**src/rtl/ir_remote_pulse_decoder_macros.svh**
```systemverilog
// Assertion macros shared by the IR pulse decoder RTL.
// Included by modules that carry concurrent checks; no other dependencies.
`ifndef IR_REMOTE_PULSE_DECODER_MACROS_SVH
`define IR_REMOTE_PULSE_DECODER_MACROS_SVH

// Same-cycle implication, reset masked.
`define IRPD_ASSERT_NOW(label, clk, rst_n, ante, cons, msg) \
  label: assert property (@(posedge clk) disable iff (!rst_n) (ante) |-> (cons)) \
    else $error(msg);

// Next-cycle implication, reset masked.
`define IRPD_ASSERT_NEXT(label, clk, rst_n, ante, cons, msg) \
  label: assert property (@(posedge clk) disable iff (!rst_n) (ante) |=> (cons)) \
    else $error(msg);

`endif

```
**src/rtl/irpd_pkg.sv**
```systemverilog
// Types, constants and window helpers for the IR pulse decoder.
// No dependencies; used by every other RTL file but the macros header.
package irpd_pkg;

  localparam int DUR_W  = 16;
  localparam int CODE_W = 32;
  localparam int IDX_W  = $clog2(CODE_W);

  localparam int MAX_PAIRS_DEF   = 34;
  localparam int QUEUE_DEPTH_DEF = 2;

  localparam logic [DUR_W-1:0] TIMEOUT_RESET = 16'd20000;

  localparam int NEC_BITS  = 32;
  localparam int SONY_BITS = 12;

  // leader windows
  localparam logic [DUR_W-1:0] NEC_LEAD_MARK_LO  = 16'd8400;
  localparam logic [DUR_W-1:0] NEC_LEAD_MARK_HI  = 16'd10000;
  localparam logic [DUR_W-1:0] NEC_LEAD_SPACE_LO = 16'd3800;
  localparam logic [DUR_W-1:0] NEC_LEAD_SPACE_HI = 16'd4700;
  localparam logic [DUR_W-1:0] SONY_LEAD_MARK_LO = 16'd2000;
  localparam logic [DUR_W-1:0] SONY_LEAD_MARK_HI = 16'd2800;
  localparam logic [DUR_W-1:0] SONY_LEAD_SPACE_LO = 16'd100;
  localparam logic [DUR_W-1:0] SONY_LEAD_SPACE_HI = 16'd800;

  // data bit windows
  localparam logic [DUR_W-1:0] SHORT_LO      = 16'd100;
  localparam logic [DUR_W-1:0] NEC_SHORT_HI  = 16'd700;
  localparam logic [DUR_W-1:0] NEC_ONE_LO    = 16'd1200;
  localparam logic [DUR_W-1:0] NEC_ONE_HI    = 16'd1800;
  localparam logic [DUR_W-1:0] SONY_SHORT_HI = 16'd750;
  localparam logic [DUR_W-1:0] SONY_ONE_LO   = 16'd950;
  localparam logic [DUR_W-1:0] SONY_ONE_HI   = 16'd1400;

  typedef enum logic [1:0] {
    PROTO_UNKNOWN = 2'd0,
    PROTO_NEC     = 2'd1,
    PROTO_SONY    = 2'd2
  } proto_t;

  // classified pair, front -> back
  typedef struct packed {
    logic lead_nec;
    logic lead_sony;
    logic nec_hit;
    logic nec_val;
    logic sony_hit;
    logic sony_val;
    logic timeout;
  } pair_class_t;

  function automatic logic in_win(logic [DUR_W-1:0] v, logic [DUR_W-1:0] lo,
                                  logic [DUR_W-1:0] hi);
    return (v >= lo) && (v <= hi);
  endfunction

endpackage

```
**src/rtl/irpd_ifs.sv**
```systemverilog
// Valid/ready channel interfaces for pulse pairs in and decoded codes out.
// Depends on irpd_pkg for field widths.
interface irpd_pair_if;
  logic                          valid;
  logic                          ready;
  logic [irpd_pkg::DUR_W-1:0]    mark_len;
  logic [irpd_pkg::DUR_W-1:0]    space_len;

  modport source (output valid, output mark_len, output space_len, input ready);
  modport sink   (input valid, input mark_len, input space_len, output ready);
endinterface

interface irpd_code_if;
  logic                          valid;
  logic                          ready;
  logic [1:0]                    protocol;
  logic [irpd_pkg::CODE_W-1:0]   code_out;

  modport source (output valid, output protocol, output code_out, input ready);
  modport sink   (input valid, input protocol, input code_out, output ready);
endinterface

```
**src/rtl/irpd_front.sv**
```systemverilog
// Front end: holds timeout_limit and classifies each pulse pair against the
// protocol windows. Depends on irpd_pkg.
module irpd_front (
  input  logic                        clk,
  input  logic                        rst_n,
  input  logic                        cfg_we,
  input  logic [irpd_pkg::DUR_W-1:0]  cfg_wdata,
  input  logic [irpd_pkg::DUR_W-1:0]  mark_len,
  input  logic [irpd_pkg::DUR_W-1:0]  space_len,
  output irpd_pkg::pair_class_t       pair_class
);

  logic [irpd_pkg::DUR_W-1:0] timeout_r;
  logic [irpd_pkg::DUR_W-1:0] timeout_nxt;

  always_comb begin
    timeout_nxt = cfg_we ? cfg_wdata : timeout_r;
  end

  always_ff @(posedge clk) begin
    if (!rst_n) begin
      timeout_r <= irpd_pkg::TIMEOUT_RESET;
    end else begin
      timeout_r <= timeout_nxt;
    end
  end

  logic nec_one;
  logic sony_one;

  always_comb begin
    nec_one  = irpd_pkg::in_win(space_len, irpd_pkg::NEC_ONE_LO, irpd_pkg::NEC_ONE_HI);
    sony_one = irpd_pkg::in_win(mark_len, irpd_pkg::SONY_ONE_LO, irpd_pkg::SONY_ONE_HI);

    pair_class.lead_nec =
      irpd_pkg::in_win(mark_len, irpd_pkg::NEC_LEAD_MARK_LO, irpd_pkg::NEC_LEAD_MARK_HI) &&
      irpd_pkg::in_win(space_len, irpd_pkg::NEC_LEAD_SPACE_LO, irpd_pkg::NEC_LEAD_SPACE_HI);
    pair_class.lead_sony =
      irpd_pkg::in_win(mark_len, irpd_pkg::SONY_LEAD_MARK_LO, irpd_pkg::SONY_LEAD_MARK_HI) &&
      irpd_pkg::in_win(space_len, irpd_pkg::SONY_LEAD_SPACE_LO,
                       irpd_pkg::SONY_LEAD_SPACE_HI);

    // NEC: short mark, space length carries the bit
    pair_class.nec_hit =
      irpd_pkg::in_win(mark_len, irpd_pkg::SHORT_LO, irpd_pkg::NEC_SHORT_HI) &&
      (irpd_pkg::in_win(space_len, irpd_pkg::SHORT_LO, irpd_pkg::NEC_SHORT_HI) || nec_one);
    pair_class.nec_val = nec_one;

    // Sony: short space, mark length carries the bit
    pair_class.sony_hit =
      irpd_pkg::in_win(space_len, irpd_pkg::SHORT_LO, irpd_pkg::SONY_SHORT_HI) &&
      (irpd_pkg::in_win(mark_len, irpd_pkg::SHORT_LO, irpd_pkg::SONY_SHORT_HI) || sony_one);
    pair_class.sony_val = sony_one;

    pair_class.timeout = (mark_len > timeout_r) || (space_len > timeout_r);
  end

endmodule

```
**src/rtl/irpd_queue.sv**
```systemverilog
// Small FIFO of classified pairs between front and back end.
// Depends on irpd_pkg for the entry type.
module irpd_queue #(
  parameter int DEPTH = irpd_pkg::QUEUE_DEPTH_DEF
) (
  input  logic                   clk,
  input  logic                   rst_n,
  input  logic                   push,
  input  irpd_pkg::pair_class_t  push_data,
  output logic                   full,
  input  logic                   pop,
  output logic                   empty,
  output irpd_pkg::pair_class_t  pop_data
);

  localparam int PTR_W = (DEPTH > 1) ? $clog2(DEPTH) : 1;
  localparam int CNT_W = $clog2(DEPTH + 1);

  irpd_pkg::pair_class_t mem [DEPTH];

  logic [PTR_W-1:0] wr_ptr_r, wr_ptr_nxt;
  logic [PTR_W-1:0] rd_ptr_r, rd_ptr_nxt;
  logic [CNT_W-1:0] count_r, count_nxt;

  always_comb begin
    full  = (count_r == CNT_W'(DEPTH));
    empty = (count_r == '0);

    wr_ptr_nxt = wr_ptr_r;
    rd_ptr_nxt = rd_ptr_r;
    count_nxt  = count_r;
    if (push) begin
      wr_ptr_nxt = (wr_ptr_r == PTR_W'(DEPTH - 1)) ? '0 : wr_ptr_r + 1'b1;
    end
    if (pop) begin
      rd_ptr_nxt = (rd_ptr_r == PTR_W'(DEPTH - 1)) ? '0 : rd_ptr_r + 1'b1;
    end
    unique case ({push, pop})
      2'b10:   count_nxt = count_r + 1'b1;
      2'b01:   count_nxt = count_r - 1'b1;
      default: count_nxt = count_r;
    endcase
  end

  always_ff @(posedge clk) begin
    if (!rst_n) begin
      wr_ptr_r <= '0;
      rd_ptr_r <= '0;
      count_r  <= '0;
    end else begin
      wr_ptr_r <= wr_ptr_nxt;
      rd_ptr_r <= rd_ptr_nxt;
      count_r  <= count_nxt;
    end
  end

  always_ff @(posedge clk) begin
    if (push) begin
      mem[wr_ptr_r] <= push_data;
    end
  end

  assign pop_data = mem[rd_ptr_r];

endmodule

```
**src/rtl/irpd_back.sv**
```systemverilog
// Back end: frame sequencer that tracks pair count, protocol and code word
// and registers one result per frame. Depends on irpd_pkg and the macros.
`include "ir_remote_pulse_decoder_macros.svh"

module irpd_back #(
  parameter int MAX_PAIRS = irpd_pkg::MAX_PAIRS_DEF
) (
  input  logic                        clk,
  input  logic                        rst_n,
  input  logic                        q_empty,
  input  irpd_pkg::pair_class_t       q_data,
  output logic                        q_pop,
  output logic                        out_valid,
  input  logic                        out_ready,
  output logic [1:0]                  out_protocol,
  output logic [irpd_pkg::CODE_W-1:0] out_code
);

  localparam int CNT_W = $clog2(MAX_PAIRS + 1);

  logic [CNT_W-1:0]            pair_cnt_r, pair_cnt_nxt;
  irpd_pkg::proto_t            proto_r, proto_nxt;
  logic [irpd_pkg::CODE_W-1:0] code_r, code_nxt;
  logic                        out_valid_r, out_valid_nxt;
  logic [1:0]                  out_proto_r, out_proto_nxt;
  logic [irpd_pkg::CODE_W-1:0] out_code_r, out_code_nxt;

  irpd_pkg::proto_t            proto_cur;
  logic [CNT_W-1:0]            cnt_inc;
  logic [irpd_pkg::IDX_W-1:0]  nec_idx;
  logic [irpd_pkg::IDX_W-1:0]  sony_idx;
  logic                        end_frame;

  always_comb begin
    q_pop = !q_empty && (!out_valid_r || out_ready);

    nec_idx  = irpd_pkg::IDX_W'(CNT_W'(irpd_pkg::NEC_BITS) - pair_cnt_r);
    sony_idx = irpd_pkg::IDX_W'(CNT_W'(irpd_pkg::SONY_BITS) - pair_cnt_r);
    cnt_inc  = pair_cnt_r + 1'b1;

    code_nxt  = code_r;
    proto_cur = proto_r;
    if (pair_cnt_r == '0) begin
      if (q_data.lead_nec) begin
        proto_cur = irpd_pkg::PROTO_NEC;
      end else if (q_data.lead_sony) begin
        proto_cur = irpd_pkg::PROTO_SONY;
      end else begin
        proto_cur = irpd_pkg::PROTO_UNKNOWN;
      end
    end else begin
      unique case (proto_r)
        irpd_pkg::PROTO_NEC: begin
          if (pair_cnt_r <= CNT_W'(irpd_pkg::NEC_BITS) && q_data.nec_hit) begin
            code_nxt[nec_idx] = q_data.nec_val;
          end
        end
        irpd_pkg::PROTO_SONY: begin
          if (pair_cnt_r <= CNT_W'(irpd_pkg::SONY_BITS) && q_data.sony_hit) begin
            code_nxt[sony_idx] = q_data.sony_val;
          end
        end
        default: begin
        end
      endcase
    end

    end_frame = q_data.timeout || (cnt_inc >= CNT_W'(MAX_PAIRS));

    pair_cnt_nxt  = pair_cnt_r;
    proto_nxt     = proto_r;
    out_valid_nxt = out_valid_r && !out_ready;
    out_proto_nxt = out_proto_r;
    out_code_nxt  = out_code_r;

    if (q_pop) begin
      if (end_frame) begin
        pair_cnt_nxt  = '0;
        proto_nxt     = irpd_pkg::PROTO_UNKNOWN;
        out_valid_nxt = 1'b1;
        out_proto_nxt = proto_cur;
        out_code_nxt  = code_nxt;
      end else begin
        pair_cnt_nxt = cnt_inc;
        proto_nxt    = proto_cur;
      end
    end else begin
      code_nxt = code_r;
    end
  end

  always_ff @(posedge clk) begin
    if (!rst_n) begin
      pair_cnt_r  <= '0;
      proto_r     <= irpd_pkg::PROTO_UNKNOWN;
      code_r      <= '0;
      out_valid_r <= 1'b0;
    end else begin
      pair_cnt_r  <= pair_cnt_nxt;
      proto_r     <= proto_nxt;
      code_r      <= code_nxt;
      out_valid_r <= out_valid_nxt;
    end
  end

  always_ff @(posedge clk) begin
    out_proto_r <= out_proto_nxt;
    out_code_r  <= out_code_nxt;
  end

  assign out_valid    = out_valid_r;
  assign out_protocol = out_proto_r;
  assign out_code     = out_code_r;

  `IRPD_ASSERT_NOW(a_cnt_range, clk, rst_n, 1'b1, pair_cnt_r < CNT_W'(MAX_PAIRS),
    "pair count reached MAX_PAIRS")
  `IRPD_ASSERT_NOW(a_idle_unknown, clk, rst_n, pair_cnt_r == '0,
    proto_r == irpd_pkg::PROTO_UNKNOWN, "protocol held with no frame open")
  `IRPD_ASSERT_NEXT(a_end_result, clk, rst_n, q_pop && end_frame,
    out_valid_r && pair_cnt_r == '0, "frame end did not post a result")
  `IRPD_ASSERT_NOW(a_no_pop_stalled, clk, rst_n, out_valid_r && !out_ready, !q_pop,
    "pair consumed while result stalled")

endmodule

```
**src/rtl/ir_remote_pulse_decoder.sv**
```systemverilog
// IR remote pulse decoder (NEC and Sony SIRC): top level.
// Depends on irpd_pkg, irpd_ifs, irpd_front, irpd_queue and irpd_back.
//
// Takes measured mark/space durations (microseconds) one request per pair
// and reports one request per frame carrying the protocol (0 unknown, 1 NEC,
// 2 Sony) and the 32-bit code word. The leader pair picks the protocol; NEC
// data pairs 1..32 fill bits 31..0, Sony pairs 1..12 fill bits 11..0, and a
// pair outside every bit window leaves its bit as it was. The code word is
// not cleared between frames. A frame closes when mark or space exceeds
// timeout_limit (the closing pair is still decoded) or after MAX_PAIRS
// pairs. Throughput is one pair per clock while the FIFO has room: the front
// end classifies the pair combinationally and drops it in a QUEUE_DEPTH-entry
// FIFO, and the back-end sequencer retires one FIFO entry per cycle unless a
// result stalls. A result is registered as its closing pair is popped; while
// it waits at the output register the FIFO keeps absorbing pairs until full.
// timeout_limit (reset 20000) is written through cfg_we/cfg_wdata and should
// only change while no frame is in flight.
module ir_remote_pulse_decoder #(
  parameter int MAX_PAIRS   = irpd_pkg::MAX_PAIRS_DEF,
  parameter int QUEUE_DEPTH = irpd_pkg::QUEUE_DEPTH_DEF
) (
  input  logic                        clk,
  input  logic                        rst_n,
  input  logic                        cfg_we,
  input  logic [irpd_pkg::DUR_W-1:0]  cfg_wdata,
  irpd_pair_if.sink                   in_pair,
  irpd_code_if.source                 out_code
);

  irpd_pkg::pair_class_t front_class;
  irpd_pkg::pair_class_t q_head;
  logic                  q_full;
  logic                  q_empty;
  logic                  q_pop;
  logic                  in_accept;

  // input side never waits on the result side beyond FIFO depth
  assign in_pair.ready = !q_full;
  assign in_accept     = in_pair.valid && !q_full;

  irpd_front u_front (
    .clk        (clk),
    .rst_n      (rst_n),
    .cfg_we     (cfg_we),
    .cfg_wdata  (cfg_wdata),
    .mark_len   (in_pair.mark_len),
    .space_len  (in_pair.space_len),
    .pair_class (front_class)
  );

  irpd_queue #(
    .DEPTH (QUEUE_DEPTH)
  ) u_queue (
    .clk       (clk),
    .rst_n     (rst_n),
    .push      (in_accept),
    .push_data (front_class),
    .full      (q_full),
    .pop       (q_pop),
    .empty     (q_empty),
    .pop_data  (q_head)
  );

  irpd_back #(
    .MAX_PAIRS (MAX_PAIRS)
  ) u_back (
    .clk          (clk),
    .rst_n        (rst_n),
    .q_empty      (q_empty),
    .q_data       (q_head),
    .q_pop        (q_pop),
    .out_valid    (out_code.valid),
    .out_ready    (out_code.ready),
    .out_protocol (out_code.protocol),
    .out_code     (out_code.code_out)
  );

endmodule
```
**src/flat_wrapper.sv**
```systemverilog
// flat-port wrapper written by rule: the top's interface ports become plain ports
module ir_remote_pulse_decoder_flat 
#(
  parameter int MAX_PAIRS   = irpd_pkg::MAX_PAIRS_DEF,
  parameter int QUEUE_DEPTH = irpd_pkg::QUEUE_DEPTH_DEF
)
  (clk, rst_n, cfg_we, cfg_wdata, in_pair_valid, in_pair_mark_len, in_pair_space_len, in_pair_ready, out_code_valid, out_code_protocol, out_code_code_out, out_code_ready);
  irpd_pair_if in_pair_i ();
  irpd_code_if out_code_i ();
  input  logic clk;
  input  logic rst_n;
  input  logic cfg_we;
  input  logic [irpd_pkg::DUR_W-1:0] cfg_wdata;
  input wire logic [$bits(in_pair_i.valid)-1:0] in_pair_valid;
  input wire logic [$bits(in_pair_i.mark_len)-1:0] in_pair_mark_len;
  input wire logic [$bits(in_pair_i.space_len)-1:0] in_pair_space_len;
  output wire logic [$bits(in_pair_i.ready)-1:0] in_pair_ready;
  output wire logic [$bits(out_code_i.valid)-1:0] out_code_valid;
  output wire logic [$bits(out_code_i.protocol)-1:0] out_code_protocol;
  output wire logic [$bits(out_code_i.code_out)-1:0] out_code_code_out;
  input wire logic [$bits(out_code_i.ready)-1:0] out_code_ready;
  assign in_pair_i.valid = in_pair_valid;
  assign in_pair_i.mark_len = in_pair_mark_len;
  assign in_pair_i.space_len = in_pair_space_len;
  assign in_pair_ready = in_pair_i.ready;
  assign out_code_valid = out_code_i.valid;
  assign out_code_protocol = out_code_i.protocol;
  assign out_code_code_out = out_code_i.code_out;
  assign out_code_i.ready = out_code_ready;
  ir_remote_pulse_decoder #(.MAX_PAIRS(MAX_PAIRS), .QUEUE_DEPTH(QUEUE_DEPTH)) u_core (.clk(clk), .rst_n(rst_n), .cfg_we(cfg_we), .cfg_wdata(cfg_wdata), .in_pair(in_pair_i), .out_code(out_code_i));
endmodule
```
**config.mk**
```make
export PLATFORM = sky130hd
export DESIGN_NAME = ir_remote_pulse_decoder_flat
export DESIGN_NICKNAME = d
export VERILOG_FILES = /design/src/rtl/irpd_pkg.sv /design/src/rtl/irpd_ifs.sv /design/src/rtl/irpd_front.sv /design/src/rtl/irpd_queue.sv /design/src/rtl/irpd_back.sv /design/src/rtl/ir_remote_pulse_decoder.sv /design/src/flat_wrapper.sv
export VERILOG_INCLUDE_DIRS = /design/src /design/src/rtl
export SDC_FILE = /design/constraint.sdc
export NUM_CORES = 1
export LEC_CHECK = 0
export ABC_AREA = 1
export BUFFER_PORTS_ARGS = -buffer_cell sky130_fd_sc_hd__buf_4
export CAP_MARGIN = 20
export CELL_PAD_IN_SITES_DETAIL_PLACEMENT = 1
export CELL_PAD_IN_SITES_GLOBAL_PLACEMENT = 1
export CORE_ASPECT_RATIO = 1.5
export CORE_MARGIN = 1.5
export CORE_UTILIZATION = 45
export CTS_BUF_LIST = sky130_fd_sc_hd__clkbuf_8
export CTS_CLUSTER_DIAMETER = 120
export DETAILED_ROUTE_END_ITERATION = 8
export PLACE_DENSITY = 0.83
export SYNTH_ARGS = -nofsm -noshare
export SYNTH_HDL_FRONTEND = slang
export SYNTH_SLANG_ARGS = --single-unit
```
**constraint.sdc**
```tcl
create_clock -name clk -period 6.7 [get_ports clk]
set_input_delay 0.335 -clock clk [delete_from_list [all_inputs] [get_ports clk]]
set_output_delay 0.335 -clock clk [all_outputs]
set_load 0.01 [all_outputs]
```
Word level (Yosys, flattened, before mapping)
Memories as Yosys holds them, arrays and structs flattened. A register that Yosys moved wholly into a read port is not among the register bits.
Cells that the tools add are included.
Word-level totals
  flip-flop bits (word level): 95
  memory bits (writable): 14
  bits of input ports: 53
  output and inout port bits: 36
  memories kept: 1
Memory list
  u_core.u_queue.mem: depth 2, width 7, read ports 1, clocked after Yosys merged registers in 1, write ports 1, RTL line irpd_queue.sv:19  | irpd_pkg::pair_class_t mem [DEPTH];
Cells by class
  add/subtract/negate cells: 7
  magnitude comparators: 26
  eq/ne operators: 5
  mux-type cells: 24
  reductions and logical operators: 34
Operators with widths (count)
  $mux W32: 3
  $le A16 B10 Y1 const B: 5
  $bwmux W32: 2
  $pmux W32 S2: 1
  $ge A16 B11 Y1 const B: 2
  $ge A16 B7 Y1 const B: 2
  $gt A16 B16 Y1: 2
  $le A16 B11 Y1 const B: 2
  $logic_and A1 B1 Y1: 21
  $ge A16 B10 Y1 const B: 1
  $ge A16 B12 Y1 const B: 1
  $ge A16 B14 Y1 const B: 1
  $le A16 B12 Y1 const B: 1
  $le A16 B13 Y1 const B: 1
  $le A16 B14 Y1 const B: 1
  $lt A5 B6 Y1 const B: 2
  $demux W1 S5: 2
  $ge A5 B1 Y1 const B: 2
  $mux W1: 10
  $mux W2: 4
  $add A6 B1 Y6 const B: 1
  $eq A2 B2 Y1 const B: 3
  $ge A6 B6 Y1 const B: 1
  $le A6 B4 Y1 const B: 1
  other kinds (15): 24

Depth between registers and ports, before layout
Gate-level depths: netlist of the first run.
  depth after elaboration: 9
  mapped depth: 14
  depth with buffers taken out: 13

Modules after synthesis
Synthesis of the first run repeated with hierarchy kept, for this count alone.
Unflattened totals
  cell total of the unflattened synthesis: 1133
  area, all modules: 7996.4 um2
Modules (own cells, without submodules)
  irpd_back: instances 1, cells an instance 670, area an instance 4936.0 um2, seq. area each 1841.8 um2
  irpd_front: instances 1, cells an instance 403, area an instance 2283.4 um2, seq. area each 320.3 um2
  irpd_queue: instances 1, cells an instance 57, area an instance 763.2 um2, seq. area each 520.5 um2
  ir_remote_pulse_decoder: instances 1, cells an instance 3, area an instance 13.8 um2, seq. area each 0.0 um2

Least setup slack after synthesis of the first run
OpenSTA, ideal clock, no wires.
  path type: register to register
  from: register u_core.u_back.pair_cnt_r[2]
  to: register u_core.u_back.out_code_r (netlist bit u_core.u_back.out_code[0]), enable pin
  setup time: 0.389 ns
  arrival time: 1.835 ns
  data required time: 6.311 ns
  setup slack: 4.475 ns
  stages on the path, launching flop included: 9
  clock period less this slack: 2.225 ns
  cells stage by stage: dfxtp_1 -> buf_6 -> nand3_1 -> nor3_1 -> xor2_1 -> nand2_1 -> nand2_1 -> nand2_1 -> inv_1
On the way
  word-level cells in the longest chain between the ends: 4
Ends and longest elaborated chain
  start, declared: RTL line irpd_back.sv:21  | logic [CNT_W-1:0] pair_cnt_r, pair_cnt_nxt;
  start signal, assigned: RTL line irpd_back.sv:99  | pair_cnt_r <= pair_cnt_nxt;
  $add A6 B1 Y6: RTL line irpd_back.sv:39  | cnt_inc = pair_cnt_r + 1'b1;
  $ge A6 B6 Y1: RTL line irpd_back.sv:68  | end_frame = q_data.timeout || (cnt_inc >= CNT_W'(MAX_PAIRS));
  $logic_or A1 B1 Y1: RTL line irpd_back.sv:68
  $reduce_and A2 Y1 (no line)
  end signal, assigned: RTL line irpd_back.sv:108  | out_code_r <= out_code_nxt;
  end, declared: RTL line irpd_back.sv:26  | logic [irpd_pkg::CODE_W-1:0] out_code_r, out_code_nxt;
Every way passes these cells.
A chain may end at the register's enable or synchronous reset.

Final worst setup path of the first run
  from: register u_core.u_back.pair_cnt_r[1]
  to: register u_core.u_back.out_code_r (netlist bit u_core.u_back.out_code[0]), data pin
On the way
  word-level cells in the longest chain between the ends: 9
  elaborated cells between the ends (all ways): 23
  classes of those cells: add/sub: 2; order compare: 6; mux: 10; reduce/logical: 5
Ends and longest elaborated chain
  $sub A4 B5 Y5 / $sub A1 B5 Y5 (equally long branches): RTL line irpd_back.sv:38, irpd_back.sv:37
  $lt A5 B6 Y1 (implied by the code), or another cell as far along: RTL line irpd_back.sv:60  | code_nxt[sony_idx] = q_data.sony_val;
  $logic_and A1 B1 Y1 (on tied branches): RTL line irpd_back.sv:60, irpd_back.sv:55
  $mux W1 (on tied branches): RTL line irpd_back.sv:60, irpd_back.sv:55
  $demux W1 S5 (on tied branches): RTL line irpd_back.sv:60, irpd_back.sv:55
  $bwmux W32 (on tied branches): RTL line irpd_back.sv:60, irpd_back.sv:55
  $mux W32 (on tied branches): RTL line irpd_back.sv:59, irpd_back.sv:54
  $pmux W32 S2: RTL line irpd_back.sv:52  | unique case (proto_r)
  $mux W32 *: RTL line irpd_back.sv:43  | if (pair_cnt_r == '0) begin
Every way passes the cells marked *; elsewhere a longest branch is shown, timed or not.

==> results of run 1 <==
## cells in the mapped netlist, types with 2 or more instances
library cell,number,area [um2]
nor2_2,2,12.5
nor2_4,12,135
nand2_4,4,45.0
inv_2,7,26.3
dfxtp_1,62,1240
ha_1,41,513
o21ai_1,3,15.0
o211ai_1,2,15.0
o21a_1,2,15.0
buf_2,13,65.1
xor2_1,4,35.0
buf_12,2,40.0
o31ai_1,2,15.0
a211oi_1,7,52.6
nand2_1,226,848
buf_4,2,15.0
nor2_1,52,195
o21ai_0,64,320
inv_1,132,495
a21oi_1,72,360
o2111ai_1,2,17.5
clkbuf_1,20,75.1
mux2i_1,4,40.0
buf_6,9,101
nor2_8,9,180
nand4_1,24,150
nand3_2,9,90.1
nand3_4,3,52.6
nor3_1,16,80.1
o221ai_1,2,17.5
a21oi_2,11,96.3
a41oi_1,3,26.3
inv_4,2,12.5
nand3_1,135,676
nand2_2,9,56.3
edfxtp_1,48,1440
## power breakdown
part	switching (mW)	internal, mW	leakage, nW
logic	1.74	0.757	2.88
registers	0.161	1.03	0.972
clock network	0.255	0.141	0.0983
## routing by layer
metal | up-vias | share of wire, % | track usage (%)
met5 | - | 0 | 0
met4 | 0 | 5.0 | 13.8
met3 | 53 | 2.7 | 3.68
met2 | 151 | 56 | 50.2
met1 | 3412 | 36 | 24.5
li1 | 3540 | - | -
## worst max-delay path, cell delays in order (launching register included)
cell,delay [ns]
dfxtp_1,0.45
inv_1,0.14
ha_1,0.31
nand3_4,0.14
nor2_2,0.06
inv_2,0.08
nand2_2,0.40
inv_2,0.73
nand3_1,0.17
nand2_1,0.13
inv_1,0.04
## how the worst min path moves through the flow
| stage | start | to | slack, ns | depth (start not counted) |
|---|---|---|---|---|
| 2_1_floorplan | u_core.u_queue.rd_ptr_r | register | 0.43 | 1 |
| 3_3_place_gp | u_core.u_queue.rd_ptr_r | u_core.u_queue.rd_ptr_r | 0.44 | 1 |
| 3_5_place_dp | u_core.u_queue.rd_ptr_r | register | 0.46 | 1 |
| 4_1_cts | cfg_wdata[14] | u_core.u_front.timeout_r[14] | 0.13 | 3 |
| 5_1_grt | cfg_wdata[5] | u_core.u_front.timeout_r[5] | 0.14 | 3 |
| 6_report | cfg_wdata[9] | u_core.u_front.timeout_r[9] | 0.14 | 3 |
## sequential cells by signal, indices dropped and copies added (netlist names), 2 cells and up, named ones only
| name | flops |
|---|---|
| u_core.u_back.out_protocol | 2 |
| u_core.u_front.timeout_r | 16 |
| u_core.u_back.proto_r | 2 |
| u_core.u_back.pair_cnt_r | 6 |
| u_core.u_queue.mem | 14 |
| u_core.u_queue.count_r | 2 |
| u_core.u_back.out_code | 32 |
| u_core.u_back.code_r | 32 |
## layout make-up
class                           count  share of cell area (%)
Sequential cell                   110                    31.5
Multi-Input combinational cell    729                    48.7
Clock inverter                      7                   0.719
Timing Repair Buffer               94                    8.28
Clock buffer                        9                    1.45
Inverter                          141                    6.27
Tap cell                          210                    3.08
## kinds of logic (layout without fill, tap and decap cells)
| kind of cell | after synthesis | in the layout | synth area share, % |
|---|---|---|---|
| AND/OR/NAND/NOR | 506 | 506 | 33.6 |
| buffers and inverters | 187 | 251 | 10.9 |
| AO/OA/AOI/OAI | 174 | 174 | 12.8 |
| flip-flops | 110 | 110 | 35.1 |
| adder cells (fa/ha/maj) | 41 | 41 | 6.70 |
| XOR/XNOR | 4 | 4 | 0.458 |
| multiplexers | 4 | 4 | 0.523 |
==> flow_summary.ini, run 1 <==
[run_status]
outcome = completed

[floorplan]
die_y_um = 163
rows = 58
die_w_um = 109
start_util_pct = 45.8
coreArea_um2 = 16700
dieArea_um2 = 17800
io-pin-count = 89

[sta]
fin_crit_sh_pct = 43.6
fin_crit_ns = 2.92
fin_setup_tns_ns = 0
rsz0062_at_grt = no
skew_ns = 0.0192
setup_viol = 0
timing_worst_slew_pin_value_ns = 0.827
setup_ws_ns = 3.78
slew-limit-headroom_pct = 44.9
slew_violations = 0
fmax_mhz = 342
finalHoldViolCount = 0
whs_ns = 0.144

[routing]
num_vias = 7156
drtAntennaViolNets = 0
first_pass_iters = 4
route.detailed.drc = 0
drt_iter0_drc = 187
wire_per_inst_um = 16.8
vias_per_cell = 5.50
routed_wirelength_um = 21800

[yosys]
syn_inst = 1026
yosys_warnings = 0
synthArstFlopShare_pct = 0
synth_nets = 1120
ys_seq_area_share_pct = 35.1
ys_ff_latch = 110
syn_avg_cell_area_um2 = 7.46
synth-edff-count = 48
syn_area_um2 = 7650
synth_ff_type = dfxtp_1
ys_types = 45

[clock_tree]
clk_latency_ns = 0.41
cts_root_buf = clkbuf_8
cts_tree = done
cts_sinks = 110
post_cts_resize_count = 0
ctsHoldBuffers = 0
cts_made_buffers = 9
clkSlewWorstSetupHoldPaths_ns = 0.11
htreeDepth = 3
ctsLongestPathBuffers = 2
postCtsSetupBuffers = 0

[final_layout]
seq_area_um2 = 2680
area_growth_pct = 11.4
drive_gt1_share_pct = 16.6
final_common_cell = nand2_1
fin_cells = 1300
fill_cells = 2177
multi_input_area_um2 = 4150
finish.utilization_pct = 51.1
final_nets = 1179
mostFrequentLayoutCells = nand2_1 (226), nand3_1 (135), inv_1 (133), buf_4 (94), a21oi_1 (71)
fin_area_um2 = 8520
insertedDiodeCount = 0

[global_route]
grt_remaining_overflow = 0
grt_pass1_vias = 7318
grt_first_pass_wirelength_um = 35300
antenna_found_initial = 0
grtUsageTotal_pct = 25.6
grt_max_degree = 78

[setup_path]
start_kind = register
r2r_start = u_core.u_back.pair_cnt_r[1]
reg2reg_to = u_core.u_back.out_code[0]
ff2ff_setup_slack_ns = 3.78
critical_path.max_fanout = 33
critPathRequiredTime_ns = 6.86
endpoint = u_core.u_back.out_code[0]
ff2ff_path_depth = 10
crit_arrival_ns = 3.08
critical_path_class = register to register
endpoint_kind = register
crit_path_start = u_core.u_back.pair_cnt_r[1]

[power_and_ir_drop]
ir_worst_vdd_v = 0.000242
cellPowerDensity_nw_per_um2 = 478
p_total_mw = 4.08
leakagePower_nw = 3.95

[placement]
placed_cells = 1284
port_buffers = 88
gp_congestion = 0.897
hpwl_um = 16400
post-place-ws_ns = 3.75
placed_area_um2 = 8340

[flow_run]
cap_violations = 0

[min_path]
worstHoldPathType = input pin to register
Note: power is estimated with default switching activity, not from simulation.
==> run 2, diff against run 1 <==
clock period = 2.75 ns   (was 6.7 ns; I/O delays follow)
==> run 2 against run 1 <==
Register-to-register slack lost 3.4 ns. Die area is the same. Clock power grew to 2.8 times the previous value. Critical endpoint unchanged. Largest cell class unchanged.
==> flow_summary.ini, run 2 (synthesized netlist as in run 1, its figures left out) <==
[sta]
slew-limit-headroom_pct = 56.6
rsz0062_at_grt = no
fin_crit_sh_pct = 87.6
setup_viol = 0
slew_violations = 0
setup_ws_ns = 0.340
fin_setup_tns_ns = 0
fmax_mhz = 415
timing_worst_slew_pin_value_ns = 0.650
skew_ns = 0.0214
fin_crit_ns = 2.41
finalHoldViolCount = 0

[final_layout]
insertedDiodeCount = 0
multi_input_area_um2 = 4150
seq_area_um2 = 2680
final_nets = 1195
drive_gt1_share_pct = 16.8
area_growth_pct = 14.0
final_common_cell = nand2_1
mostFrequentLayoutCells = nand2_1 (226), nand3_1 (135), inv_1 (133), buf_4 (98), a21oi_1 (71)
fill_cells = 2164

[routing]
drt_iter0_drc = 206
vias_per_cell = 5.47
first_pass_iters = 4
wire_per_inst_um = 16.5
routed_wirelength_um = 21700
route.detailed.drc = 0
drtAntennaViolNets = 0
num_vias = 7203

[power_and_ir_drop]
cellPowerDensity_nw_per_um2 = 1170
ir_worst_vdd_v = 0.000679
leakagePower_nw = 4.04

[global_route]
grt_first_pass_wirelength_um = 36000
grt_max_degree = 49
antenna_found_initial = 0
grt_pass1_vias = 7539
grtUsageTotal_pct = 26.0
grt_remaining_overflow = 0

[clock_tree]
cts_made_buffers = 9
cts_root_buf = clkbuf_8
htreeDepth = 3
postCtsSetupBuffers = 0
cts_tree = done
clk_latency_ns = 0.41
clkSlewWorstSetupHoldPaths_ns = 0.11
ctsLongestPathBuffers = 2
cts_sinks = 110

[floorplan]
die_w_um = 109
start_util_pct = 45.8
io-pin-count = 89
die_y_um = 163
dieArea_um2 = 17800
rows = 58
coreArea_um2 = 16700

[setup_path]
critical_path_class = register to register
endpoint_kind = register
critical_path.max_fanout = 16
start_kind = register
crit_arrival_ns = 2.57
crit_path_start = u_core.u_back.pair_cnt_r[1]
r2r_start = u_core.u_back.pair_cnt_r[1]
critPathRequiredTime_ns = 2.91

[min_path]
worstHoldPathType = input pin to register
min_from = cfg_wdata[4]

[flow_run]
cap_violations = 0

[placement]
hpwl_um = 16300
gp_congestion = 0.918
post-place-ws_ns = 0.343
port_buffers = 88

[run_status]
outcome = completed
run 2: cell types whose count changed in the layout (fill, tap and decap cells not counted), sizes merged:
cell	previous run	this run
buf	94	99
bufinv	0	2
clkinv	4	3
dlygate4sd3	0	11
inv	144	143
run 2: per-stage QoR:
| stage | hold slack, ns | instance area [um2] | utilization, % | power (mW) | cells |
|---|---|---|---|---|---|
| finish | 0.0207 | 8720 | 52.2 | 10.2 | 1316 |
| global route | 0.0180 | 8720 | 52.2 | 11.1 | 1316 |
| CTS | 0.00488 | 8720 | 52.2 | 10.3 | 1316 |
| detailed placement | 0.362 | 8390 | 50.3 | 9.18 | 1289 |
| global placement | 0.353 | 8390 | 50.3 | 8.93 | 1289 |
| floorplan | 0.264 | 7650 | - | 7.63 | 1026 |
run 2: where the power goes:
group | internal (mW) | switching [mW]
Sequential | 2.50 | 0.372
Clock | 0.518 | 0.593
Combinational | 1.95 | 4.28
run 2: area by class of cell:
class                   count  share of cell area (%)
clock inverters             7                    1.13
inverters                 141                    6.13
repair buffers            110                    9.93
well taps                 210                    3.01
flip-flops and latches    110                    30.8
clock buffers               9                    1.42
multi-input cells         729                    47.6
run 2: path summary, 6_finish.rpt:
check / endpoint / cells past startpoint / slack (ns)
hold / removal: u_core.u_front.timeout_r[4] / 3 / 0.02
setup reg to reg: u_core.u_back.out_code[0] / 12 / 0.34
setup / recovery: u_core.u_back.out_code[0] / 12 / 0.34
hold reg to reg: register / 1 / 0.46
run 2: metal layers:
metal  GRT usage, %  routed length, um  up-vias
met5              0                  0        -
met4           12.9                897        0
met3           4.20                674       54
met2           50.7              12100      131
met1           25.6               8040     3446
li1               -                  -     3572
run 2: repair_timing:
item | 4_1_cts | 5_1_grt
gates resized for setup | 0 | 0
hold buffers | 11 | 0
endpoints found under the hold margin | 10 | 0
run 2: critical path, stage by stage (launching register included):
cell	delay (ns)
dfxtp_1	0.45
inv_1	0.15
ha_1	0.33
inv_2	0.16
nand3_4	0.09
nand2_2	0.11
nand2_4	0.08
nor2_4	0.32
nand4_1	0.13
nand3_1	0.11
nand3_1	0.08
nand2_1	0.11
inv_1	0.04
==> run 3, diff against run 2 <==
CORE_UTILIZATION = 39   (was 45)
PLACE_DENSITY = not set   (was 0.83)
PLACE_DENSITY_LB_ADDON = 0.12   (was not set)
==> run 3 against run 2 <==
Maximum frequency up 2.8%. Global-route usage down 3.8 points. Combinational power up 0.8%. Clock power down 11%. Highest routed layer unchanged. Clock-buffer cell count up 1. Cell count up 3.9%. Largest power group unchanged.
==> flow_summary.ini, run 3 (synthesized netlist as in run 1, its figures left out) <==
[run_status]
outcome = completed

[final_layout]
final_common_cell = nand2_1
fin_area_um2 = 8790
drive_gt1_share_pct = 17.1
fill_cells = 2485
area_growth_pct = 14.9
finish.utilization_pct = 45.9
mostFrequentLayoutCells = nand2_1 (226), nand3_1 (135), inv_1 (132), buf_4 (101), a21oi_1 (71)
final_nets = 1200
seq_area_um2 = 2680
multi_input_area_um2 = 4150
insertedDiodeCount = 0

[setup_path]
endpoint_kind = register
critical_path.max_fanout = 16
critical_path_class = register to register
crit_chain = inv_1 > ha_1 > inv_2 > nand3_4 > nand2_2 > nand2_4 > nor2_4 > nand4_1 > nand3_1 > nand3_1 > nand2_1 > inv_1
critPathRequiredTime_ns = 2.91
slowest_stage = dfxtp_1
slowest_delay_ns = 0.45
start_kind = register
crit_arrival_ns = 2.50

[global_route]
grt_pass1_vias = 7331
grt_max_degree = 55
grt_first_pass_wirelength_um = 36100
antenna_found_initial = 0
grt_remaining_overflow = 0
grtUsageTotal_pct = 22.2

[floorplan]
rows = 62
die_y_um = 175
io-pin-count = 89
start_util_pct = 39.9
die_w_um = 117
coreArea_um2 = 19200
dieArea_um2 = 20500

[sta]
fin_setup_tns_ns = 0
fin_crit_ns = 2.34
timing_worst_slew_pin_value_ns = 0.690
slew_violations = 0
skew_ns = 0.0262
fin_crit_sh_pct = 85.3
finalHoldViolCount = 0
slew-limit-headroom_pct = 53.8
fmax_mhz = 427
setup_viol = 0
rsz0062_at_grt = no
setup_ws_ns = 0.405

[routing]
wire_per_inst_um = 16.1
route.detailed.drc = 0
drt_iter0_drc = 257
drtAntennaViolNets = 0
routed_wirelength_um = 22000
vias_per_cell = 5.19
num_vias = 7095
first_pass_iters = 4

[clock_tree]
cts_root_buf = clkbuf_8
post_cts_resize_count = 0
ctsHoldBuffers = 13
cts_tree = done
ctsLongestPathBuffers = 2
cts_made_buffers = 9
clkSlewWorstSetupHoldPaths_ns = 0.11
htreeDepth = 3
cts_sinks = 110
clk_latency_ns = 0.42
postCtsSetupBuffers = 0

[placement]
hpwl_um = 16700
port_buffers = 88
placed_area_um2 = 8470
post-place-ws_ns = 0.405
gp_congestion = 0.914

[power_and_ir_drop]
seqPwrFrac_pct = 28.2
p_total_mw = 10.1
ir_worst_vdd_v = 0.000409
cellPowerDensity_nw_per_um2 = 1150
sw_frac_of_total_pct = 51.9
internal-power_mw = 4.86
p_sw_mw = 5.25
share_comb_of_total_power_pct = 62.0
clkPwrFrac_pct = 9.7
leakagePower_nw = 4.05

[min_path]
worstHoldPathType = input pin to register

[flow_run]
cap_violations = 0
run 3: changes by cell type in the layout (fill, tap and decap cells not counted):
cell           previous run  this run
dlygate4sd3_1            11        13
clkinv_4                  3         1
inv_1                   133       132
bufinv_16                 2         0
inv_8                     0         2
clkinv_2                  0         1
buf_4                    98       101
clkbuf_8                  9        10
clkinvlp_4                0         1
run 3: layer usage:
layer / global-route usage (%) / share of wire (%)
met3: 3.74 / 3.1
met4: 10.5 / 3.7
met1: 21.4 / 37
met5: 0 / 0
met2: 44.9 / 56
run 3: area by class of cell:
| cell class | instances | area share [%] |
|---|---|---|
| tap | 256 | 3.64 |
| clock inverter | 6 | 0.598 |
| multi-input combinational | 729 | 47.3 |
| clock buffer | 10 | 1.57 |
| inverter | 141 | 6.08 |
| sequential | 110 | 30.5 |
| timing repair buffer | 115 | 10.3 |
run 3: worst paths after layout:
path / slack [ns] / from / cells after the start / to
setup / recovery: 0.41 / u_core.u_back.pair_cnt_r[1] / 12 / u_core.u_back.out_code[0]
hold reg to reg: 0.48 / u_core.u_queue.rd_ptr_r / 1 / u_core.u_queue.rd_ptr_r
hold / removal: 0.03 / cfg_wdata[4] / 3 / u_core.u_front.timeout_r[4]
setup reg to reg: 0.41 / u_core.u_back.pair_cnt_r[1] / 12 / u_core.u_back.out_code[0]
run 3: power by group through the flow:
stage / sequential (mW) / clock, mW / combinational (mW)
6_report: 2.85 / 0.985 / 6.28
3_5_place_dp: 2.90 / 0 / 6.36
2_1_floorplan: 2.90 / 0 / 4.74
3_3_place_gp: 2.88 / 0 / 6.23
4_1_cts: 2.87 / 1.03 / 6.39
5_1_grt: 2.93 / 1.07 / 7.03
run 3: critical path, delay by kind of cell, from the launching register on:
| family | cells | cell delay [ns] |
|---|---|---|
| adders and majority gates | 1 | 0.32 |
| buffers and inverters | 3 | 0.33 |
| DFF | 1 | 0.45 |
| and+or+nand+nor | 8 | 0.98 |
run 3: per-stage QoR:
stage | cells | hold slack [ns]
finish | 1367 | 0.0342
global route | 1367 | 0.0345
CTS | 1367 | 0.00425
detailed placement | 1338 | 0.360
global placement | 1338 | 0.354
floorplan | 1026 | 0.264
